`src/rtl/krt_pkg.sv`:
```
// ----------------------------------------------------------------------------
// Keyed record table package
// Shared types, sizes and codes for the keyed record table and its cells.
// ----------------------------------------------------------------------------
`default_nettype none

package krt_pkg;

  // Table sizes.
  localparam int Capacity     = 16;
  localparam int PayloadWidth = 64;
  localparam int CntW         = $clog2(Capacity + 1);

  typedef logic [31:0]             key_t;
  typedef logic [PayloadWidth-1:0] pay_t;
  typedef logic [CntW-1:0]         cnt_t;

  // Command codes; anything above count behaves as count.
  typedef enum logic [2:0] {
    CmdAdd    = 3'd0,
    CmdGet    = 3'd1,
    CmdModify = 3'd2,
    CmdDelete = 3'd3,
    CmdCount  = 3'd4
  } cmd_e;

  // Result status codes.
  typedef enum logic [1:0] {
    StOk      = 2'd0,
    StPresent = 2'd1,
    StMissing = 2'd2,
    StFull    = 2'd3
  } status_e;

  // Update strobes broadcast to every cell during the execute cycle.
  typedef struct packed {
    logic add_en;
    logic mod_en;
    logic del_en;
  } cell_ctrl_t;

endpackage

`default_nettype wire

```
`src/rtl/krt_cell.sv`:
```
// ----------------------------------------------------------------------------
// Keyed record table cell
// One table slot: compares its key, passes hit and payload down the chain,
// and shifts in from its upper neighbor when it or a lower entry is deleted.
// ----------------------------------------------------------------------------
`default_nettype none

module krt_cell (
  input  wire                      clk_i,
  input  wire                      rst_ni,
  input  wire krt_pkg::cell_ctrl_t ctrl_i,
  input  wire krt_pkg::key_t       key_i,
  input  wire krt_pkg::pay_t       pay_i,
  // Chain from the lower neighbor.
  input  wire                      prev_occ_i,
  input  wire                      hit_i,
  input  wire krt_pkg::pay_t       fnd_i,
  // Contents of the upper neighbor.
  input  wire                      nxt_occ_i,
  input  wire krt_pkg::key_t       nxt_key_i,
  input  wire krt_pkg::pay_t       nxt_pay_i,
  // Chain to the upper neighbor.
  output logic                     occ_o,
  output krt_pkg::key_t            key_o,
  output krt_pkg::pay_t            pay_o,
  output logic                     hit_o,
  output krt_pkg::pay_t            fnd_o
);
  import krt_pkg::*;

  logic occ_q, occ_d;
  key_t key_q, key_d;
  pay_t pay_q, pay_d;
  logic match;

  // Key compare and hit / payload forwarding.
  assign match = occ_q && (key_q == key_i);
  assign hit_o = hit_i | match;
  assign fnd_o = fnd_i | (match ? pay_q : '0);

  // Slot update: delete shifts down, modify rewrites, add fills first free slot.
  always_comb begin
    occ_d = occ_q;
    key_d = key_q;
    pay_d = pay_q;
    if (ctrl_i.del_en && hit_o) begin
      occ_d = nxt_occ_i;
      key_d = nxt_key_i;
      pay_d = nxt_pay_i;
    end else if (ctrl_i.mod_en && match) begin
      pay_d = pay_i;
    end else if (ctrl_i.add_en && !occ_q && prev_occ_i) begin
      occ_d = 1'b1;
      key_d = key_i;
      pay_d = pay_i;
    end
  end

  // Occupancy flag is control state.
  always_ff @(posedge clk_i or negedge rst_ni) begin
    if (!rst_ni) begin
      occ_q <= 1'b0;
    end else begin
      occ_q <= occ_d;
    end
  end

  // Stored key and payload.
  always_ff @(posedge clk_i) begin
    key_q <= key_d;
    pay_q <= pay_d;
  end

  assign occ_o = occ_q;
  assign key_o = key_q;
  assign pay_o = pay_q;

endmodule

`default_nettype wire

```
`src/rtl/keyed_record_table.sv`:
```
// ----------------------------------------------------------------------------
// Keyed record table
// Ordered table of unique keys with payloads, built as a chain of cells.
// ----------------------------------------------------------------------------
//
//   Channel | Signals                                   | Direction
//   --------+-------------------------------------------+----------
//   in      | in_valid_i, in_stall_o, command_i, key_i, | in
//           | record_payload_i                          |
//   out     | out_valid_o, out_stall_i, status_o,       | out
//           | found_payload_o, entry_total_o            |
//
// Each transaction has two steps: the command is registered, then the
// compare, forward and shift pass runs along the cell chain. A new command
// is taken while the previous result waits in the output register; the
// execute cycle holds only if that register is still full and stalled.
// Reset empties the table at once; no clearing pass is needed.
// ----------------------------------------------------------------------------
`default_nettype none

module keyed_record_table (
  input  wire         clk_i,
  input  wire         rst_ni,
  input  wire         in_valid_i,
  output logic        in_stall_o,
  input  wire  [2:0]  command_i,
  input  wire  [31:0] key_i,
  input  wire  [63:0] record_payload_i,
  output logic        out_valid_o,
  input  wire         out_stall_i,
  output logic [1:0]  status_o,
  output logic [63:0] found_payload_o,
  output logic [4:0]  entry_total_o
);
  import krt_pkg::*;

  typedef enum logic [1:0] {
    StIdle = 2'b01,
    StExec = 2'b10
  } state_e;

  state_e     state_q, state_d;
  logic [2:0] cmd_q;
  key_t       key_q;
  pay_t       pay_q;
  cnt_t       cnt_q, cnt_d;
  logic       out_valid_q, out_valid_d;
  logic [1:0] status_q, status_d;
  logic [63:0] found_q, found_d;

  logic       in_acc, exec_go, any_hit, full;
  cell_ctrl_t ctrl;

  // Chain nets; index Capacity is the open end above the top cell.
  logic occ_w [0:Capacity];
  key_t key_w [0:Capacity];
  pay_t pay_w [0:Capacity];
  logic hit_w [0:Capacity];
  pay_t fnd_w [0:Capacity];

  assign in_stall_o = (state_q != StIdle);
  assign in_acc     = in_valid_i && !in_stall_o;
  assign exec_go    = (state_q == StExec) && (!out_valid_q || !out_stall_i);
  assign full       = (cnt_q == CntW'(Capacity));

  // Cell chain.
  assign hit_w[0]        = 1'b0;
  assign fnd_w[0]        = '0;
  assign occ_w[Capacity] = 1'b0;
  assign key_w[Capacity] = '0;
  assign pay_w[Capacity] = '0;

  for (genvar i = 0; i < Capacity; i++) begin : g_cell
    logic prev_occ;
    if (i == 0) begin : g_first
      assign prev_occ = 1'b1;
    end else begin : g_rest
      assign prev_occ = occ_w[i-1];
    end
    krt_cell u_cell (
      .clk_i      (clk_i),
      .rst_ni     (rst_ni),
      .ctrl_i     (ctrl),
      .key_i      (key_q),
      .pay_i      (pay_q),
      .prev_occ_i (prev_occ),
      .hit_i      (hit_w[i]),
      .fnd_i      (fnd_w[i]),
      .nxt_occ_i  (occ_w[i+1]),
      .nxt_key_i  (key_w[i+1]),
      .nxt_pay_i  (pay_w[i+1]),
      .occ_o      (occ_w[i]),
      .key_o      (key_w[i]),
      .pay_o      (pay_w[i]),
      .hit_o      (hit_w[i+1]),
      .fnd_o      (fnd_w[i+1])
    );
  end

  assign any_hit = hit_w[Capacity];

  // Command decode, result and count update.
  always_comb begin
    ctrl        = '0;
    cnt_d       = cnt_q;
    status_d    = status_q;
    found_d     = found_q;
    out_valid_d = out_valid_q && out_stall_i;
    if (exec_go) begin
      out_valid_d = 1'b1;
      status_d    = StOk;
      found_d     = '0;
      case (cmd_q)
        CmdAdd: begin
          if (any_hit) begin
            status_d = StPresent;
          end else if (full) begin
            status_d = StFull;
          end else begin
            ctrl.add_en = 1'b1;
            cnt_d       = cnt_q + CntW'(1);
          end
        end
        CmdGet: begin
          if (!any_hit) begin
            status_d = StMissing;
          end else begin
            found_d = 64'(fnd_w[Capacity]);
          end
        end
        CmdModify: begin
          if (!any_hit) begin
            status_d = StMissing;
          end else begin
            ctrl.mod_en = 1'b1;
          end
        end
        CmdDelete: begin
          if (!any_hit) begin
            status_d = StMissing;
          end else begin
            ctrl.del_en = 1'b1;
            cnt_d       = cnt_q - CntW'(1);
          end
        end
        default: begin
          status_d = StOk;
        end
      endcase
    end
  end

  // Sequencer.
  always_comb begin
    state_d = state_q;
    case (state_q)
      StIdle: begin
        if (in_acc) begin
          state_d = StExec;
        end
      end
      StExec: begin
        if (exec_go) begin
          state_d = StIdle;
        end
      end
      default: begin
        state_d = StIdle;
      end
    endcase
  end

  // Control registers.
  always_ff @(posedge clk_i or negedge rst_ni) begin
    if (!rst_ni) begin
      state_q     <= StIdle;
      cnt_q       <= '0;
      out_valid_q <= 1'b0;
    end else begin
      state_q     <= state_d;
      cnt_q       <= cnt_d;
      out_valid_q <= out_valid_d;
    end
  end

  // Command and result payload registers.
  always_ff @(posedge clk_i) begin
    if (in_acc) begin
      cmd_q <= command_i;
      key_q <= key_i;
      pay_q <= record_payload_i[PayloadWidth-1:0];
    end
    status_q <= status_d;
    found_q  <= found_d;
  end

  // Count after the command is the next count, latched with the result.
  logic [4:0] total_q;
  always_ff @(posedge clk_i) begin
    if (exec_go) begin
      total_q <= 5'(cnt_d);
    end
  end

  assign out_valid_o     = out_valid_q;
  assign status_o        = status_q;
  assign found_payload_o = found_q;
  assign entry_total_o   = total_q;

endmodule

`default_nettype wire
```
`config.mk`:
```
export PLATFORM = sky130hd
export DESIGN_NAME = keyed_record_table
export DESIGN_NICKNAME = d
export VERILOG_FILES = /design/src/rtl/krt_pkg.sv /design/src/rtl/krt_cell.sv /design/src/rtl/keyed_record_table.sv
export SDC_FILE = /design/constraint.sdc
export NUM_CORES = 2
export LEC_CHECK = 0
export BUFFER_PORTS_ARGS = -buffer_cell sky130_fd_sc_hd__buf_2
export CORE_ASPECT_RATIO = 1.5
export CORE_UTILIZATION = 25
export CTS_CLUSTER_SIZE = 16
export DETAILED_ROUTE_END_ITERATION = 10
export GPL_TIMING_DRIVEN = 0
export SLEW_MARGIN = 20
export SYNTH_ARGS = -nofsm -noshare
export SYNTH_HDL_FRONTEND = slang
export SYNTH_SLANG_ARGS = --single-unit
```
`constraint.sdc`:
```
create_clock -name clk_i -period 30.7 [get_ports clk_i]
set_input_delay 1.535 -clock clk_i [delete_from_list [all_inputs] [get_ports clk_i]]
set_output_delay 1.535 -clock clk_i [all_outputs]
set_load 0.02 [all_outputs]
```
======== Yosys cells after proc, flatten, opt, wreduce, memory -nomap -nowiden ========
Index checks and enable logic that the tools add are counted.
storage, ports and cells
  register bits ........................... 1730
  latch bits .............................. 0
  bits in writable memories ............... 0
  bits in read-only memories .............. 0
  bits of input ports ..................... 103
  word-level logic and storage cells ...... 462
  memories ................................ 0
operators by class
  add/subtract/negate cells ............... 2
  multiply operators ...................... 0
  div/mod/pow operators ................... 0
  magnitude comparators ................... 0
  equality and inequality tests ........... 41
  shift operators ......................... 0
  muxes and demuxes ....................... 176
  bitwise logic cells ..................... 31
  reductions and logical operators ........ 155
operators with widths
  operator               number
  $mux W64               63
  $mux W32               45
  $or A64 B64 Y64        15
  $eq A32 B32 Y1         16
  $logic_and A1 B1 Y1    82
  $mux W1                55
  $reduce_bool A3 Y1     15
  $reduce_and A2 Y1      19
  $ne A2 B1 Y1 const B   17
  $reduce_bool A2 Y1     17
  $mux W5                4
  $logic_not A1 Y1       19
  $or A1 B1 Y1           15
  $mux W2                5
  $pmux W5 S2            1
  $pmux W2 S2            2
  $eq A3 B2 Y1 const B   2
  $add A5 B1 Y5 const B  1
  $eq A5 B5 Y1 const B   1
  $sub A5 B1 Y5 const B  1
  $ne A2 B2 Y1 const B   2
  $eq A3 B1 Y1 const B   1
  $logic_not A3 Y1       1
  $mux W3                1
  5 further kinds        5

======== Longest topological paths before layout ========
  word-level depth ........................ 25
  gate-level depth with buffers ........... 15

======== Hierarchy ========
Synthesis repeated with hierarchy kept, for this count alone.
unflattened totals
  cell total of the unflattened synthesis .. 5699
  area, all modules ....................... 87769.2 um^2
by module, submodules not included
  module              instances  cells each  area an instance (um^2)  seq. area each (um^2)
  krt_cell            16         336         5094.9                   2907.8
  keyed_record_table  1          323         6251.0                   5306.3

======== Worst setup path before layout ========
OpenSTA, ideal clock, no wires.
  kind .................................... input port to flip-flop
  from .................................... input out_stall_i
  to ...................................... register g_cell[0].u_cell.pay_q[0] (enable)
  data arrival time ....................... 10768 ps
  data required time ...................... 30126 ps
  path slack .............................. 19358 ps
  stages .................................. 5
  buffers on the path ..................... 0
  cell sequence ........................... a21oi_1 > nand2b_1 > nor3_1 > nand2_1 > o21ai_0
between the ends
  word-level cells in the longest chain between the ends .. 6
RTL lines
  item                                           line                                            source
  start: declaration                             keyed_record_table.sv:30                        input wire out_stall_i,
  $logic_not A1 Y1 *                             keyed_record_table.sv:63                        assign exec_go = (state_q == StExec) && (!out_valid_q || !out_stall_i);
  $logic_or A1 B1 Y1 *                           keyed_record_table.sv:63
  $logic_and A1 B1 Y1 *                          keyed_record_table.sv:63
  $mux W3 *                                      keyed_record_table.sv:109                       if (exec_go) begin
  $logic_and A1 B1 Y1, on equally long branches  krt_cell.sv:52, krt_cell.sv:46, krt_cell.sv:50
  $reduce_bool A3 Y1 (no source line) *          -
  end signal: assignment                         krt_cell.sv:71                                  pay_q <= pay_d;
  end: declaration                               krt_cell.sv:33                                  pay_t pay_q, pay_d;
Mark *: on every way between the ends. The rest lies on a longest branch, timed or not.
A chain may end at the register's enable or synchronous reset.

======== Worst setup path after layout ========
  from .................................... register key_q[1]
  to ...................................... register g_cell[1].u_cell.pay_q[23] (enable)
between the ends
  word-level cells in the longest chain between the ends .. 23
RTL lines
  item                                   line                       source
  start: declaration                     keyed_record_table.sv:44   key_t key_q;
  start signal: assignment               keyed_record_table.sv:190  key_q <= key_i;
  $eq A32 B32 Y1                         krt_cell.sv:37             assign match = occ_q && (key_q == key_i);
  $logic_and A1 B1 Y1                    krt_cell.sv:37
  $or A1 B1 Y1 (15 in series)            krt_cell.sv:38             assign hit_o = hit_i | match;
  $mux W1                                keyed_record_table.sv:115  if (any_hit) begin
  $mux W1                                keyed_record_table.sv:113  case (cmd_q)
  $mux W3                                keyed_record_table.sv:109
  $logic_and A1 B1 Y1 (2 in series)      krt_cell.sv:52             end else if (ctrl_i.add_en && !occ_q && prev_occ_i) begin
  $reduce_bool A3 Y1 (no source line) *  -
  end signal: assignment                 krt_cell.sv:71
  end: declaration                       krt_cell.sv:33
Marks and branches as above.

==> results.py <==
metrics = {
    "status": {
        "status": "completed",
    },
    "worst_setup_path": {
        "rr_worst_depth": 21,
        "regToRegEndpoint": "g_cell[1].u_cell.pay_o[23]$_DFFE_PP_",
        "end_kind": "flip-flop",
        "slowest_delay_ns": 0.85,
        "crit_arrival_ns": 8.17,
        "critPathKind": "reg -> reg",
        "worstPathCellList": "buf_2 -> buf_6 -> clkbuf_1 -> xor2_1 -> nor4_1 -> nand4_1 -> nor3_2 -> nor4_1 -> nand4_2 -> and2_0 -> clkbuf_1 -> nand2_1 -> o211ai_1 -> buf_4 -> buf_4 -> buf_4 -> buf_4 -> buf_4 -> buf_4 -> buf_4 -> buf_4",
        "r2r_start": "key_q[1]$_DFFE_PP_",
        "critPathRequiredTime_ns": 31.25,
        "startpoint": "key_q[1]$_DFFE_PP_",
        "path_depth": 21,
        "critPathCapture": "g_cell[1].u_cell.pay_o[23]$_DFFE_PP_",
        "cp_max_fo": 10,
        "worst-path-buf-inv": 12,
        "cp-start-kind": "flip-flop",
        "critPathTopFamily": "buffers and inverters",
        "crit_slowest_cell": "clkbuf_1",
        "critPathMostFrequentCell": "buf_4",
        "rrSetupSlack_ns": 23.08,
    },
    "placed_design": {
        "portBuffers": 175,
        "dp_worst_setup_slack_ns": 23.16,
        "hpwl_um": 271000,
        "gp_congestion": 0.9437,
    },
    "synth": {
        "ys.flop_type": "edfxtp_1",
        "yosysTopAreaCell": "edfxtp_1",
        "synth_cells": 5566,
        "syn-num-nets": 5671,
        "netlist_area_um2": 82990,
        "async_flop_share": 0.01387,
        "synth-edff-count": 1610,
        "synthDistinctLibCells": 65,
        "ys.warnings.count": 0,
        "synth_seq_cells": 1730,
        "ys_seq_area_frac": 0.6130,
        "postSynthAreaPerCell_um2": 14.91,
        "synth_top_area_share": 0.5825,
        "synth.area.top_cells": "edfxtp_1 58%, mux2_2 18%, xor2_1 4.7%",
    },
    "floorplanning": {
        "fp.dieArea_um2": 334300,
        "rows": 258,
        "core_um2": 329600,
        "dieHeight_um": 707.7,
        "initial_core_util": 0.2518,
        "io_pins": 176,
        "die_x_um": 472.4,
    },
    "detailed_routing": {
        "totalWireLength_um": 366500,
        "drt_iter0_markers": 7822,
        "num_vias": 58000,
        "drc_errors": 0,
        "drtPass1Iterations": 6,
        "viasPerCell": 5.371,
        "post_drt_wl_per_cell_um": 33.95,
        "drtAntennaViolNets": 0,
    },
    "cells_and_area": {
        "fill_cells": 32710,
        "nNetsFinal": 6298,
        "drive_gt1_frac": 0.3782,
        "area_growth_syn_to_layout_pct": 19.88,
    },
    "pwr": {
        "cellLeakagePower_uw": 0.03320,
        "pwr-share-clk": 0.437,
        "power_frac_seq": 0.500,
        "p_sw_uw": 1209,
        "powerDensity_nw_per_um2": 52.89,
        "peakVddDrop_uv": 46.32,
        "p_int_uw": 4053,
        "pwr-share-comb": 0.063,
        "swShare": 0.2298,
    },
    "global_route": {
        "grtUsageTotal": 0.2121,
        "grt_max_degree": 34,
        "grt_pass1_wl_um": 491100,
        "antenna_found_initial": 50,
        "first_global_vias": 57270,
        "grt-ovfl-total": 0,
    },
    "sta": {
        "fin_skew_ns": 0.06630,
        "postLayoutSetupSlackWorst_ns": 23.08,
        "tns_ns": 0,
        "timing.fmax_mhz": 131.3,
        "relSlewSlack": 0.1493,
        "post-route-min-period_ns": 7.616,
        "finalSetupViolCount": 0,
        "fin_crit_sh": 0.2481,
        "worst_pin_slew_ns": 1.276,
        "final-hold-violation-count": 0,
        "final_max_slew_viol_count": 0,
        "rsz0062_at_grt": "false",
    },
    "clock_tree": {
        "cts_buffer_depth": 4,
        "ctsResizeCount": 0,
        "clk_pin_slew_ns": 0.06,
        "clock_latency_ns": 0.89,
        "cts_setup_buffers": 0,
        "hold_buffers": 0,
        "cts.sinks": 1730,
        "h-tree-depth": 4,
        "numCtsBuffers": 183,
        "cts_tree": "done",
        "cts_root_buf": "clkbuf_16",
    },
    "min_path": {
        "hold_class": "reg -> reg",
    },
    "run": {
        "drv_cap": 0,
    },
}
per-layer routing:
layer / routed length [um] / GRT usage
met1: 121900 / 0.2323
met5: 89 / 0
met2: 170600 / 0.3443
met4: 35420 / 0.1767
met3: 38480 / 0.05460
power by group through the flow:
stage          Clock, uW  Combinational [uW]  Sequential (uW)
6_report            2300                 330             2630
5_1_grt             2390                 347             2630
4_1_cts             2320                 328             2630
3_5_place_dp           0                 326             2680
3_3_place_gp           0                 312             2690
2_1_floorplan          0                 210             2670
metrics by stage:
stage	instance area [um^2]	power, uW	hold WS, ns	cells	utilization
2_1_floorplan	82990	2883	0.4536	5566	-
3_3_place_gp	89400	2998	0.4746	10160	0.2712
3_5_place_dp	93450	3006	0.5089	10430	0.2835
4_1_cts	99380	5273	0.5224	10760	0.3015
5_1_grt	99400	5367	0.5389	10760	0.3016
6_report	99490	5262	0.5223	10800	0.3019
layout by cell type (no fill, tap or decap), types with 17 or more instances in the layout:
master / instances
mux2_2: 1296
a22o_1: 192
buf_4: 213
a221oi_1: 192
clkbuf_16: 187
nor4_1: 106
edfxtp_1: 1610
nor3_1: 25
mux2i_1: 98
and3_1: 65
clkinv_2: 25
clkinv_1: 23
buf_12: 37
clkbuf_1: 213
buf_6: 30
buf_2: 347
buf_16: 58
nand4_1: 25
clkbuf_2: 91
bufinv_16: 17
xor2_1: 446
dfrtp_1: 23
nand3_1: 30
a31oi_1: 67
diode_2: 39
a22oi_1: 129
nor2_1: 126
dfxtp_1: 96
nand2_1: 248
xnor2_1: 66
mux2_1: 65
worst reg2reg max path: stages (launching register included):
cell,delay [ns]
edfxtp_1,0.33
buf_2,0.38
buf_6,0.28
clkbuf_1,0.85
xor2_1,0.24
nor4_1,0.33
nand4_1,0.18
nor3_2,0.73
nor4_1,0.15
nand4_2,0.29
and2_0,0.58
clkbuf_1,0.61
nand2_1,0.31
o211ai_1,0.40
buf_4,0.29
buf_4,0.19
buf_4,0.21
buf_4,0.22
buf_4,0.20
buf_4,0.20
buf_4,0.17
buf_4,0.17
cell type report:
cell class	count	area, um^2	area share
multi-input cells	3319	29880	0.3004
well taps	4420	5530	0.05559
diodes	39	97.59	0.0009810
inverters	15	56.30	0.0005659
flip-flops and latches	1730	50870	0.5113
clock inverters	76	840.8	0.008451
clock buffers	254	5091	0.05117
repair buffers	442	4534	0.04558
plain buffers	502	2585	0.02598
synth_stat cells, types with 25 or more instances:
cell	n
nor4_1	108
a22oi_1	129
nand2_1	250
a221oi_1	192
nor2_1	127
mux2_1	65
nand4_1	25
buf_1	28
nor3_1	27
buf_4	52
nand3_1	32
clkbuf_1	253
edfxtp_1	1610
a31oi_1	67
and3_1	65
a22o_1	192
xnor2_1	66
xor2_1	446
mux2i_1	98
mux2_2	1296
buf_2	145
dfxtp_1	96
flip-flops by register name, indices dropped and copies added, names as in the netlist, 2 cells and up:
signal / count
status_o: 2
state_q: 2
key_q: 32
g_cell.u_cell.occ_o: 16
cmd_q: 3
cnt_q: 5
found_payload_o: 64
g_cell.u_cell.key_o: 512
entry_total_o: 5
g_cell.u_cell.pay_o: 1024
pay_q: 64
logic make-up after synthesis:
logic type      share of synthesized area
compound gates                    0.06355
xor+xnor                          0.05403
fa+ha+maj                       0.0003015
buf+inv                           0.03009
flops                              0.6130
mux                                0.1990
simple gates                      0.04006
how the worst min path moves through the flow:
| stage | startpoint | end | slack, ns | cells after the start |
|---|---|---|---|---|
| 2_1_floorplan | cnt_q[4]$_DFF_PN0_ | cnt_q[4]$_DFF_PN0_ | 0.45 | 1 |
| 3_3_place_gp | cnt_q[4]$_DFF_PN0_ | cnt_q[4]$_DFF_PN0_ | 0.47 | 1 |
| 3_5_place_dp | cnt_q[4]$_DFF_PN0_ | cnt_q[4]$_DFF_PN0_ | 0.51 | 1 |
| 4_1_cts | cnt_q[4]$_DFF_PN0_ | cnt_q[4]$_DFF_PN0_ | 0.52 | 1 |
| 5_1_grt | cnt_q[4]$_DFF_PN0_ | cnt_q[4]$_DFF_PN0_ | 0.54 | 1 |
| 6_report | cnt_q[4]$_DFF_PN0_ | cnt_q[4]$_DFF_PN0_ | 0.52 | 1 |
Power figures use the tool's default switching activity.
